$ cat src/hdl/dfrc_pkg.sv
// shared types, codes and constants for the frame receiver and command reassembly
// no dependencies

package dfrc_pkg;

  localparam int CmdBufferDepth = 32;
  localparam int TableDepth     = 256;
  localparam int QueueDepth     = 4;

  localparam logic [7:0] DleByte   = 8'h10;
  localparam logic [7:0] EtxByte   = 8'h03;
  localparam logic [7:0] IdGpsPos  = 8'h10;
  localparam logic [7:0] IdSciFrag = 8'h14;

  typedef enum logic [1:0] {
    PH_HUNT,
    PH_ID,
    PH_BODY
  } phase_t;

  typedef enum logic [2:0] {
    MSG_GPS_POS,
    MSG_GPS_TIME,
    MSG_ALT,
    MSG_REQ,
    MSG_SCI
  } msg_t;

  typedef enum logic [1:0] {
    OP_TABLE,
    OP_REQ,
    OP_NO_ETX,
    OP_FRAG
  } op_code_t;

  typedef struct packed {
    op_code_t    code;
    logic [7:0]  a;
    logic [7:0]  b;
  } op_t;

  typedef struct packed {
    logic full;
    logic empty;
  } q_status_t;

  typedef enum logic [2:0] {
    KIND_REQ      = 3'd0,
    KIND_KNOWN    = 3'd1,
    KIND_UNKNOWN  = 3'd2,
    KIND_NO_ETX   = 3'd3,
    KIND_OVERFLOW = 3'd4
  } kind_t;

  typedef enum logic [1:0] {
    BK_IDLE,
    BK_LOOKUP,
    BK_EMIT_RD,
    BK_EMIT_WR
  } bk_state_t;

  // position of the final (etx) byte within each message body
  function automatic logic [3:0] body_last(msg_t k);
    logic [3:0] r;
    r = 4'd0;
    case (k)
      MSG_GPS_POS:  r = 4'd14;
      MSG_GPS_TIME: r = 4'd14;
      MSG_ALT:      r = 4'd5;
      MSG_REQ:      r = 4'd0;
      MSG_SCI:      r = 4'd3;
      default:      r = 4'd0;
    endcase
    return r;
  endfunction

endpackage

$ cat src/hdl/dfrc_front.sv
// serial parser: hunts for dle, reads the id, walks the body and queues operations
// depends on dfrc_pkg

module dfrc_front
  import dfrc_pkg::*;
(
  input  logic        clk,
  input  logic        rst,
  input  logic        s_tvalid,
  output logic        s_tready,
  input  logic [23:0] s_tdata,   // rx_byte, cmd_id, cmd_length
  input  logic        s_tuser,   // req_type
  input  logic        q_full,
  output logic        push,
  output op_t         push_op
);

  phase_t     phase, phase_next;
  msg_t       msg, msg_next;
  logic [3:0] body_count, body_count_next;
  logic [7:0] frag_seq, frag_seq_next;
  logic [7:0] frag_data, frag_data_next;

  logic       accept;
  logic [7:0] rx_byte;

  assign s_tready = !q_full;
  assign accept   = s_tvalid && s_tready;
  assign rx_byte  = s_tdata[7:0];

  always_ff @(posedge clk) begin
    if (rst) begin
      phase      <= PH_HUNT;
      msg        <= MSG_GPS_POS;
      body_count <= 4'd0;
      frag_seq   <= 8'd0;
      frag_data  <= 8'd0;
    end else begin
      phase      <= phase_next;
      msg        <= msg_next;
      body_count <= body_count_next;
      frag_seq   <= frag_seq_next;
      frag_data  <= frag_data_next;
    end
  end

  always_comb begin
    phase_next      = phase;
    msg_next        = msg;
    body_count_next = body_count;
    frag_seq_next   = frag_seq;
    frag_data_next  = frag_data;
    push            = 1'b0;
    push_op.code    = OP_TABLE;
    push_op.a       = s_tdata[15:8];
    push_op.b       = s_tdata[23:16];
    if (accept) begin
      if (s_tuser) begin
        push = 1'b1;
      end else begin
        unique case (phase)
          PH_HUNT: begin
            if (rx_byte == DleByte) phase_next = PH_ID;
          end
          PH_ID: begin
            if (rx_byte >= IdGpsPos && rx_byte <= IdSciFrag) begin
              msg_next        = msg_t'(rx_byte[2:0]);
              body_count_next = 4'd0;
              phase_next      = PH_BODY;
            end else begin
              phase_next = PH_HUNT;
            end
          end
          PH_BODY: begin
            if (msg == MSG_SCI) begin
              if (body_count == 4'd1) frag_seq_next = rx_byte;
              if (body_count == 4'd2) frag_data_next = rx_byte;
            end
            if (body_count != body_last(msg)) begin
              body_count_next = body_count + 4'd1;
            end else begin
              phase_next      = PH_HUNT;
              body_count_next = 4'd0;
              if (rx_byte != EtxByte) begin
                push         = 1'b1;
                push_op.code = OP_NO_ETX;
              end else if (msg == MSG_REQ) begin
                push         = 1'b1;
                push_op.code = OP_REQ;
              end else if (msg == MSG_SCI) begin
                push         = 1'b1;
                push_op.code = OP_FRAG;
                push_op.a    = frag_seq;
                push_op.b    = frag_data;
              end
            end
          end
          default: phase_next = PH_HUNT;
        endcase
      end
    end
  end

endmodule

$ cat src/hdl/dfrc_queue.sv
// short operation queue between parser and command engine
// depends on dfrc_pkg

module dfrc_queue
  import dfrc_pkg::*;
(
  input  logic      clk,
  input  logic      rst,
  input  logic      push,
  input  op_t       push_op,
  input  logic      pop,
  output op_t       head,
  output q_status_t stat
);

  localparam int AW = $clog2(QueueDepth);
  localparam int CW = $clog2(QueueDepth + 1);

  op_t            entries [QueueDepth];
  logic [AW-1:0]  wr_ptr;
  logic [AW-1:0]  rd_ptr;
  logic [CW-1:0]  fill;
  logic           do_push;
  logic           do_pop;

  assign stat.full  = (fill == CW'(QueueDepth));
  assign stat.empty = (fill == '0);
  assign do_push    = push && !stat.full;
  assign do_pop     = pop && !stat.empty;
  assign head       = entries[rd_ptr];

  always_ff @(posedge clk) begin
    if (do_push) entries[wr_ptr] <= push_op;
  end

  always_ff @(posedge clk) begin
    if (rst) begin
      wr_ptr <= '0;
      rd_ptr <= '0;
      fill   <= '0;
    end else begin
      if (do_push) begin
        wr_ptr <= (wr_ptr == AW'(QueueDepth - 1)) ? '0 : wr_ptr + AW'(1);
      end
      if (do_pop) begin
        rd_ptr <= (rd_ptr == AW'(QueueDepth - 1)) ? '0 : rd_ptr + AW'(1);
      end
      if (do_push && !do_pop) fill <= fill + CW'(1);
      else if (!do_push && do_pop) fill <= fill - CW'(1);
    end
  end

endmodule

$ cat src/hdl/dfrc_back.sv
// command engine: length table, command buffer, reassembly and result output register
// depends on dfrc_pkg

module dfrc_back
  import dfrc_pkg::*;
#(
  parameter int CMD_BUFFER_DEPTH = CmdBufferDepth
) (
  input  logic                                 clk,
  input  logic                                 rst,
  input  logic                                 q_empty,
  input  op_t                                  head,
  output logic                                 pop,
  output logic                                 m_tvalid,
  input  logic                                 m_tready,
  output logic [15:0]                          m_tdata,  // out_byte, byte_index, pad
  output logic [2:0]                           m_tuser,  // kind
  output logic                                 m_tlast,
  output logic [$clog2(CMD_BUFFER_DEPTH):0]    count
);

  localparam int AW = $clog2(CMD_BUFFER_DEPTH);
  localparam int CW = AW + 1;

  bk_state_t       state, state_next;
  logic [CW-1:0]   count_next;
  logic [AW-1:0]   idx, idx_next;
  logic [7:0]      first_byte, first_next;
  kind_t           emit_kind, emit_kind_next;

  logic [7:0]      tbl_len [TableDepth];
  logic [TableDepth-1:0] tbl_vld;
  logic [7:0]      tbl_rd_len;
  logic            tbl_rd_valid;
  logic            tbl_we;
  logic            tbl_re;
  logic [7:0]      tbl_raddr;

  logic [7:0]      cmd_buf [CMD_BUFFER_DEPTH];
  logic [7:0]      buf_rdata;
  logic            buf_we;

  logic            out_valid;
  kind_t           out_kind;
  logic [7:0]      out_byte;
  logic [4:0]      out_index;
  logic            out_last;

  logic            slot_free;
  logic            load;
  kind_t           ld_kind;
  logic [7:0]      ld_byte;
  logic [4:0]      ld_index;
  logic            ld_last;
  logic            emit_done;

  assign slot_free = !out_valid || m_tready;
  assign m_tvalid  = out_valid;
  assign m_tdata   = {3'b000, out_index, out_byte};
  assign m_tuser   = out_kind;
  assign m_tlast   = out_last;
  assign emit_done = ((CW'(idx) + CW'(1)) == count);

  always_ff @(posedge clk) begin
    if (rst) begin
      state      <= BK_IDLE;
      count      <= '0;
      idx        <= '0;
      first_byte <= 8'd0;
      emit_kind  <= KIND_KNOWN;
    end else begin
      state      <= state_next;
      count      <= count_next;
      idx        <= idx_next;
      first_byte <= first_next;
      emit_kind  <= emit_kind_next;
    end
  end

  always_comb begin
    state_next     = state;
    count_next     = count;
    idx_next       = idx;
    first_next     = first_byte;
    emit_kind_next = emit_kind;
    pop            = 1'b0;
    tbl_we         = 1'b0;
    tbl_re         = 1'b0;
    tbl_raddr      = first_byte;
    buf_we         = 1'b0;
    load           = 1'b0;
    ld_kind        = KIND_REQ;
    ld_byte        = 8'd0;
    ld_index       = 5'd0;
    ld_last        = 1'b1;
    unique case (state)
      BK_IDLE: begin
        if (!q_empty && slot_free) begin
          pop = 1'b1;
          unique case (head.code)
            OP_TABLE: tbl_we = 1'b1;
            OP_REQ: begin
              load    = 1'b1;
              ld_kind = KIND_REQ;
            end
            OP_NO_ETX: begin
              load    = 1'b1;
              ld_kind = KIND_NO_ETX;
            end
            OP_FRAG: begin
              if (head.a == 8'(count)) begin
                buf_we = 1'b1;
                tbl_re = 1'b1;
                if (count == '0) begin
                  first_next = head.b;
                  tbl_raddr  = head.b;
                end
                count_next = count + CW'(1);
                state_next = BK_LOOKUP;
              end else begin
                count_next = '0;
              end
            end
            default: ;
          endcase
        end
      end
      BK_LOOKUP: begin
        if (tbl_rd_valid && tbl_rd_len == 8'(count)) begin
          emit_kind_next = KIND_KNOWN;
          idx_next       = '0;
          state_next     = BK_EMIT_RD;
        end else if (!tbl_rd_valid) begin
          emit_kind_next = KIND_UNKNOWN;
          idx_next       = '0;
          state_next     = BK_EMIT_RD;
        end else if (count >= CW'(CMD_BUFFER_DEPTH)) begin
          if (slot_free) begin
            load       = 1'b1;
            ld_kind    = KIND_OVERFLOW;
            count_next = '0;
            state_next = BK_IDLE;
          end
        end else begin
          state_next = BK_IDLE;
        end
      end
      BK_EMIT_RD: state_next = BK_EMIT_WR;
      BK_EMIT_WR: begin
        if (slot_free) begin
          load     = 1'b1;
          ld_kind  = emit_kind;
          ld_byte  = buf_rdata;
          ld_index = 5'(idx);
          ld_last  = emit_done;
          if (emit_done) begin
            count_next = '0;
            state_next = BK_IDLE;
          end else begin
            idx_next   = idx + AW'(1);
            state_next = BK_EMIT_RD;
          end
        end
      end
      default: state_next = BK_IDLE;
    endcase
  end

  // length table: entry data in memory, known marks in flip-flops
  always_ff @(posedge clk) begin
    if (tbl_we) tbl_len[head.a] <= head.b;
    if (tbl_re) begin
      tbl_rd_len   <= tbl_len[tbl_raddr];
      tbl_rd_valid <= tbl_vld[tbl_raddr];
    end
  end

  always_ff @(posedge clk) begin
    if (rst) begin
      tbl_vld <= '0;
    end else if (tbl_we) begin
      tbl_vld[head.a] <= 1'b1;
    end
  end

  // command buffer
  always_ff @(posedge clk) begin
    if (buf_we) cmd_buf[count[AW-1:0]] <= head.b;
    buf_rdata <= cmd_buf[idx];
  end

  always_ff @(posedge clk) begin
    if (rst) begin
      out_valid <= 1'b0;
    end else if (load) begin
      out_valid <= 1'b1;
    end else if (m_tready) begin
      out_valid <= 1'b0;
    end
  end

  always_ff @(posedge clk) begin
    if (load) begin
      out_kind  <= ld_kind;
      out_byte  <= ld_byte;
      out_index <= ld_index;
      out_last  <= ld_last;
    end
  end

endmodule

$ cat src/hdl/dle_frame_receiver_cmd_reassembly_core.sv
// top level of the dle frame receiver with science command reassembly
// depends on dfrc_pkg, dfrc_front, dfrc_queue, dfrc_back

// A serial byte or a length-table write is accepted whenever the four-entry
// operation queue has room; the parser itself never stalls beyond that. The
// command engine behind the queue handles a table write, a data request or a
// missing-ETX event from its idle state, a science fragment by a length-table
// read followed by a compare, and each byte of a finished or unknown command
// as it is sent out by a read then a load, since each byte is read from the
// command buffer memory before it is loaded into the output register. Results
// wait in that output register, so m_tready low holds up only the engine, and
// the parser keeps accepting until the queue fills. Events and command bytes
// leave with kind on m_tuser and tlast on the final result of each input.

module dle_frame_receiver_cmd_reassembly_core
  import dfrc_pkg::*;
#(
  parameter int CMD_BUFFER_DEPTH = CmdBufferDepth
) (
  input  logic        clk,
  input  logic        rst,
  input  logic        s_tvalid,
  output logic        s_tready,
  input  logic [23:0] s_tdata,   // rx_byte, cmd_id, cmd_length
  input  logic        s_tuser,   // req_type
  output logic        m_tvalid,
  input  logic        m_tready,
  output logic [15:0] m_tdata,   // out_byte, byte_index, zero pad
  output logic [2:0]  m_tuser,   // kind
  output logic        m_tlast
);

  localparam int CW = $clog2(CMD_BUFFER_DEPTH) + 1;

  logic          push;
  op_t           push_op;
  op_t           head;
  logic          pop;
  q_status_t     q_stat;
  logic [CW-1:0] bk_count;

  dfrc_front u_front (
    .clk      (clk),
    .rst      (rst),
    .s_tvalid (s_tvalid),
    .s_tready (s_tready),
    .s_tdata  (s_tdata),
    .s_tuser  (s_tuser),
    .q_full   (q_stat.full),
    .push     (push),
    .push_op  (push_op)
  );

  dfrc_queue u_queue (
    .clk     (clk),
    .rst     (rst),
    .push    (push),
    .push_op (push_op),
    .pop     (pop),
    .head    (head),
    .stat    (q_stat)
  );

  dfrc_back #(
    .CMD_BUFFER_DEPTH (CMD_BUFFER_DEPTH)
  ) u_back (
    .clk      (clk),
    .rst      (rst),
    .q_empty  (q_stat.empty),
    .head     (head),
    .pop      (pop),
    .m_tvalid (m_tvalid),
    .m_tready (m_tready),
    .m_tdata  (m_tdata),
    .m_tuser  (m_tuser),
    .m_tlast  (m_tlast),
    .count    (bk_count)
  );

`ifndef SYNTHESIS
  a_queue_state: assert property (@(posedge clk) disable iff (rst)
    !(q_stat.full && q_stat.empty))
    else $error("queue flagged full and empty together");

  a_count_bound: assert property (@(posedge clk) disable iff (rst)
    bk_count <= CW'(CMD_BUFFER_DEPTH))
    else $error("assembled count beyond buffer depth");

  a_event_form: assert property (@(posedge clk) disable iff (rst)
    m_tvalid && (m_tuser == KIND_REQ || m_tuser == KIND_NO_ETX || m_tuser == KIND_OVERFLOW)
    |-> m_tlast && m_tdata == 16'd0)
    else $error("event result without last mark or with payload");
`endif

endmodule
$ cat config.mk
export PLATFORM = sky130hd
export DESIGN_NAME = dle_frame_receiver_cmd_reassembly_core
export DESIGN_NICKNAME = d
export VERILOG_FILES = /design/src/hdl/dfrc_pkg.sv /design/src/hdl/dfrc_front.sv /design/src/hdl/dfrc_queue.sv /design/src/hdl/dfrc_back.sv /design/src/hdl/dle_frame_receiver_cmd_reassembly_core.sv
export SDC_FILE = /design/constraint.sdc
export NUM_CORES = 2
export LEC_CHECK = 0
export ABC_AREA = 1
export BUFFER_PORTS_ARGS = -buffer_cell sky130_fd_sc_hd__buf_2
export CAP_MARGIN = 20
export CORE_MARGIN = 2
export CORE_UTILIZATION = 35
export CTS_CLUSTER_SIZE = 28
export DETAILED_ROUTE_END_ITERATION = 16
export RECOVER_POWER = 100
export SETUP_SLACK_MARGIN = 0.5
export SKIP_LAST_GASP = 1
export SYNTH_ARGS = -nofsm -noshare
export SYNTH_HDL_FRONTEND = slang
export SYNTH_SLANG_ARGS = --single-unit
$ cat constraint.sdc
create_clock -name clk -period 12.41 [get_ports clk]
set_input_delay 3.1025 -clock clk [delete_from_list [all_inputs] [get_ports clk]]
set_output_delay 3.1025 -clock clk [all_outputs]
set_load 0.05 [all_outputs]
After elaboration in Yosys (flattened, before gate mapping). Memories as Yosys holds them, arrays and structs flattened. A register that Yosys moved wholly into a read port is not among the register bits. Cells that the tools add are included.

Bits in latches: 0. Output and inout bits: 22. Bits in writable memories: 2376. ROM bits: 0. Flip-flop bits (word level): 331. Memories kept: 3.

Memories: u_back.tbl_len (words 256, bits a word 8, rd ports 1, clocked after memory_dff 1, write ports 1, line dfrc_back.sv:31) `logic [7:0] tbl_len [TableDepth];`; u_back.cmd_buf (words 32, bits a word 8, rd ports 1, clocked after memory_dff 1, write ports 1, line dfrc_back.sv:39) `logic [7:0] cmd_buf [CMD_BUFFER_DEPTH];`; u_queue.entries (words 4, bits a word 18, rd ports 1, clocked after memory_dff 1, write ports 1, line dfrc_queue.sv:19) `op_t entries [QueueDepth];`.

Mux-type cells: 101. Div/mod/pow operators: 0. Eq/ne operators: 39. Multiply operators: 0. Magnitude comparators: 6. Reductions and logical operators: 38. Bitwise operators: 2. Shifts and indexed selects: 0. $add $sub $neg: 8.

Operator list (count): OR 256 bit (1); 2-to-1 mux 18 bit (5); 2-to-1 mux 6 bit (9); 2-to-1 mux 8 bit (5); 2-to-1 mux 2 bit (19); 2-to-1 mux 1 bit (32); 2-to-1 mux 16 bit (2); 2-to-1 mux 3 bit (10); 2-to-1 mux 4 bit (5); 2-to-1 mux 5 bit (4); < comparator 8 x 9 -> 1 bit (second input constant) (2); != test 2 x 1 -> 1 bit (second input constant) (9); one-hot mux 6 bit (3 select lines) (1); equality test 8 x 6 -> 1 bit (2); AND reduction 4 bit (4); AND reduction 5 bit (3); equality test 2 bit (second input constant) (7); one-hot mux 4 bit (3 select lines) (1); != test 2 bit (second input constant) (5); one-hot mux 5 bit (2 select lines) (1); logical AND 1 bit (9); one-hot mux 3 bit (3 select lines) (1); AND reduction 9 bit (1); binary-select mux 1 bit (select 8 bit) (1); other kinds (38) (55).

Depth between registers and ports, before layout.
Depth after elaboration: 16. Gate-level depth with buffers: 26. Gate-level depth less buffers: 21.

By module. From an unflattened synthesis, not the netlist that was laid out.

Cell total of the unflattened synthesis: 10986. Area, all modules: 115131.7 um2.

By module, submodules not included: dfrc_back (seq. area each 75732.6 um2, cells each 10505, instances 1, area each 110325.8 um2); dfrc_queue (seq. area each 2342.2 um2, cells each 245, instances 1, area each 3211.8 um2); dfrc_front (seq. area each 500.5 um2, cells each 236, instances 1, area each 1594.0 um2).

Worst setup path after synthesis. OpenSTA, ideal clock, no wires.

Path type: register -> register. Start point: register (tool-made name). End point: register u_back.tbl_rd_len[4] (read register of u_back.tbl_len) (data pin). Stages on the path, launching flop included: 17. Slack: 1319 ps. Data arrival time: 10837 ps. Clock period less this slack: 11091 ps. Required time: 12156 ps. Setup time: 254 ps. Buffers on the path: 4. Cell sequence: dfxtp_1 inv_2 buf_6 clkbuf_1 o21ai_0 o22ai_1 o21ai_1 inv_2 buf_2 clkbuf_1 nand3_1 nand3_1 nand3_1 nand3_1 nand3_1 nand3_1 nand2_1.

RTL lines: to (decl) (line dfrc_back.sv:33) `logic [7:0] tbl_rd_len;`.

==> impl_results.md <==
- Status: complete, but fails checks
- Violated checks: capacitance limit, slew limit
- Top Ports: 51
- Root Driver: clkbuf_16
- MaxCap Viol Count: 45
- Setup WS post-layout: 2573 ps
- Hold slack: 453.4 ps
- Vias: 80,707
- Tcrit/Tclk final: 0.7927
- Cell-internal power: 17.41 mW
- Finish-stage setup viols: 0
- GRT Overall Usage: 0.1996
- PortBufs: 47
- Initial antenna violation count: 13
- Antenna Nets Post-Route: 0
- Fmax achieved: 101.7 MHz
- Hold Path Depth: 1
- Sum of negative setup slack: 0 ps
- Flop pwr share: 0.496
- Arrival time of the worst setup path: 10,070 ps
- PwrDens: 190.6 nW/um^2
- Final min period: 9837 ps
- Post-place setup slack: 3565 ps
- Detailed placement HPWL: 186.6 mm
- Fin nets: 10,661
- Dominant synthesized flop cell: edfxtp_1
- GRT overflow: 0
- Vias per cell: 5.308
- P_sw: 6.949 mW
- Clk slew on worst S/H paths: 60 ps
- Slew Limit Headroom: -3.574
- Buffers and inverters on the worst path: 4
- Pleak: 46.93 nW
- First-pass GRT wire length: 506.0 mm
- RD Place Congestion: 0.8542
- Worst path cell trace: clkbuf_1 -> o21ai_0 -> o22ai_4 -> clkbuf_1 -> clkbuf_1 -> clkbuf_1
- Dominant cell type by area after synthesis: edfxtp_1
- Routed WL: 341.4 mm
- DR iter-0 viols: 9,557
- FP Rows: 210
- Flops & latches, synth: 2,724
- CP startpoint kind: flip-flop
- Initial Utilization: 0.3516
- Die area: 332,900 sq um
- Endpoint, Worst Hold: u_back.tbl_vld[17]
- Power share of the clock group: 0.357
- Layout Skew: 82.69 ps
- Slew Limit Fails: 2,107
- Ys Warns: 0
- Die height: 577.0 um
- Layout cells sized above 1: 0.05289
- Htree depth: 5
- Worst Hold Launch: u_back.tbl_vld[17]
- Worst reg-to-reg setup slack: 2570 ps
- Overall Power: 24.36 mW
- Critical Path End Type: flip-flop
- Reg2reg end: u_back.tbl_len[176][2]
- Number of remaining DRC errors: 0
- WL per Instance: 22.46 um
- Crit-path max FO: 68
- Core Util, Final: 0.3910
- Most frequent CP cell: clkbuf_1
- Post-synth EDFFs: 2,402
- Clk Latency, worst-skew pair: 890 ps
- CTS tree: yes
- CTS Hold Bufs: 0
- Crit path required time: 12,640 ps
- Vias in the first global route: 75,354
- Final Hold Vio Count: 0
- Post-CTS setup buffers: 0
- CP Class: reg -> reg
- Comb power frac: 0.146
- Post-synthesis sequential area ratio: 0.6838
- Area delta synth->final: 11.22%
- Worst-Margin Slew: 6861 ps
- Cts repair resizes: 0
- CTS Buf Count: 297
- Slowest CP cell: clkbuf_1
- CTS Sinks: 2,724
- Ys async rst share: 0
- Post-Synthesis Cell Area: 114,900 sq um
- Mean Syn Cell Area: 10.57 sq um
- Net Sw Frac: 0.2852
- Clk buf depth: 4
- Synth top area share: 0.6277
- Largest net degree at the start of global routing: 190
- Distinct cells, synth: 51
- Largest cells by area after synthesis: edfxtp_1 63%, nand2_1 10%, nand3_1 9.6%
- Die Wd: 577.0 um
- RSZ-0062 raised after global routing: no
- Worst Hold Class: reg -> reg
- Slowest stage delay, CP: 2690 ps
- TritonRoute pass-1 iters: 6
- Delay-heaviest family, CP: buffers and inverters
- R2r worst-path depth: 6
- CORE AREA: 326,900 sq um
- Peak supply drop: 274.5 uV
- Synthesized instance count: 10,873
## through the flow
step / instances / instance area, sq um
2_1_floorplan: 10875 / 114900
3_3_place_gp: 14652 / 118500
3_5_place_dp: 14657 / 118600
4_1_cts: 15195 / 128100
5_1_grt: 15200 / 127800
6_report: 15205 / 127800
## layer usage
metal,track usage,vias up,routed length (um)
met1,0.2797,39568,144800
met3,0.03437,625,28730
met4,0.07369,4,13280
met2,0.3101,3472,154600
li1,-,37038,-
met5,0,-,33
## layout by cell type (no fill, tap or decap), drive strengths merged, types with 3 or more instances in the layout
cell / n
diode: 6
a31oi: 9
o22ai: 29
dfxtp: 322
conb: 3
a32oi: 8
ha: 17
clkinv: 84
a21oi: 31
nand3b: 62
o21a: 43
mux2i: 16
buf: 112
clkinvlp: 9
or2: 9
nor3: 13
o221ai: 44
xor2: 12
nand2: 3089
clkbuf: 504
o211ai: 171
a211oi: 25
bufinv: 15
inv: 424
edfxtp: 2402
nand3: 2197
nand4: 10
o21ai: 180
nor2: 999
## cell usage after synthesis (7+ instances only)
library cell	instances
mux2i_1	16
o211ai_1	171
xor2_1	12
nand2_1	3084
nand3_1	2194
o221ai_1	44
nand3b_1	62
a32oi_1	8
o22ai_1	29
ha_1	17
o21ai_0	177
o21a_1	43
buf_1	82
inv_2	7
buf_2	350
a21oi_1	31
nand4_1	10
dfxtp_1	322
a31oi_1	9
a211oi_1	25
edfxtp_1	2402
nor2_1	998
or2_2	8
buf_4	44
nor3_1	12
clkbuf_1	253
buf_6	18
inv_1	408
## worst max-delay path by stage
stage | from | end | slack [ps] | depth (start not counted)
final | flip-flop | u_back.tbl_len[176][2] | 2570 | 6
after global routing | flip-flop | u_back.tbl_len[176][2] | 2120 | 6
after CTS | m_tready | u_back.tbl_rd_len[1] | 4480 | 20
after detailed placement | m_tready | u_back.tbl_rd_len[0] | 3560 | 19
after global placement | m_tready | u_back.tbl_rd_len[7] | 3620 | 20
after floorplan | flip-flop | u_back.tbl_rd_len[4] | 1320 | 16
## sequential cells by signal (all words and copies together) (netlist names), 72 cells and up, named ones only
name             cells
u_back.cmd_buf     256
u_back.tbl_len    2048
u_back.tbl_vld     256
u_queue.entries     72
## logic make-up after synthesis
kind of cell | Yosys count | share of synthesized area
AO/OA/AOI/OAI | 548 | 0.03142
XOR/XNOR | 13 | 0.0009908
multiplexers | 17 | 0.001492
other | 1 | 0.00003263
flip-flops | 2724 | 0.6838
buffers and inverters | 1170 | 0.04478
adder cells (fa/ha/maj) | 18 | 0.002025
AND/OR/NAND/NOR | 6382 | 0.2355
## final cells by class
| type | count | area [sq um] |
|---|---|---|
| diodes | 6 | 15.01 |
| well taps | 4346 | 5438 |
| multi-input cells | 6981 | 31390 |
| clock inverters | 110 | 1090 |
| flip-flops and latches | 2724 | 78580 |
| inverters | 422 | 1620 |
| clock buffers | 428 | 8383 |
| fillers | 31594 | 199100 |
| repair buffers | 188 | 1300 |
## power groups by stage
stage               combinational, mW  clock, mW  sequential, mW
floorplan                        1.53          0            12.9
finish                           3.56       8.71            12.1
CTS                              3.60       8.81            11.9
global placement                 3.56          0            12.0
global route                     3.77       9.14            12.1
detailed placement               3.60          0            12.0
(Power assumes the default switching activity.)
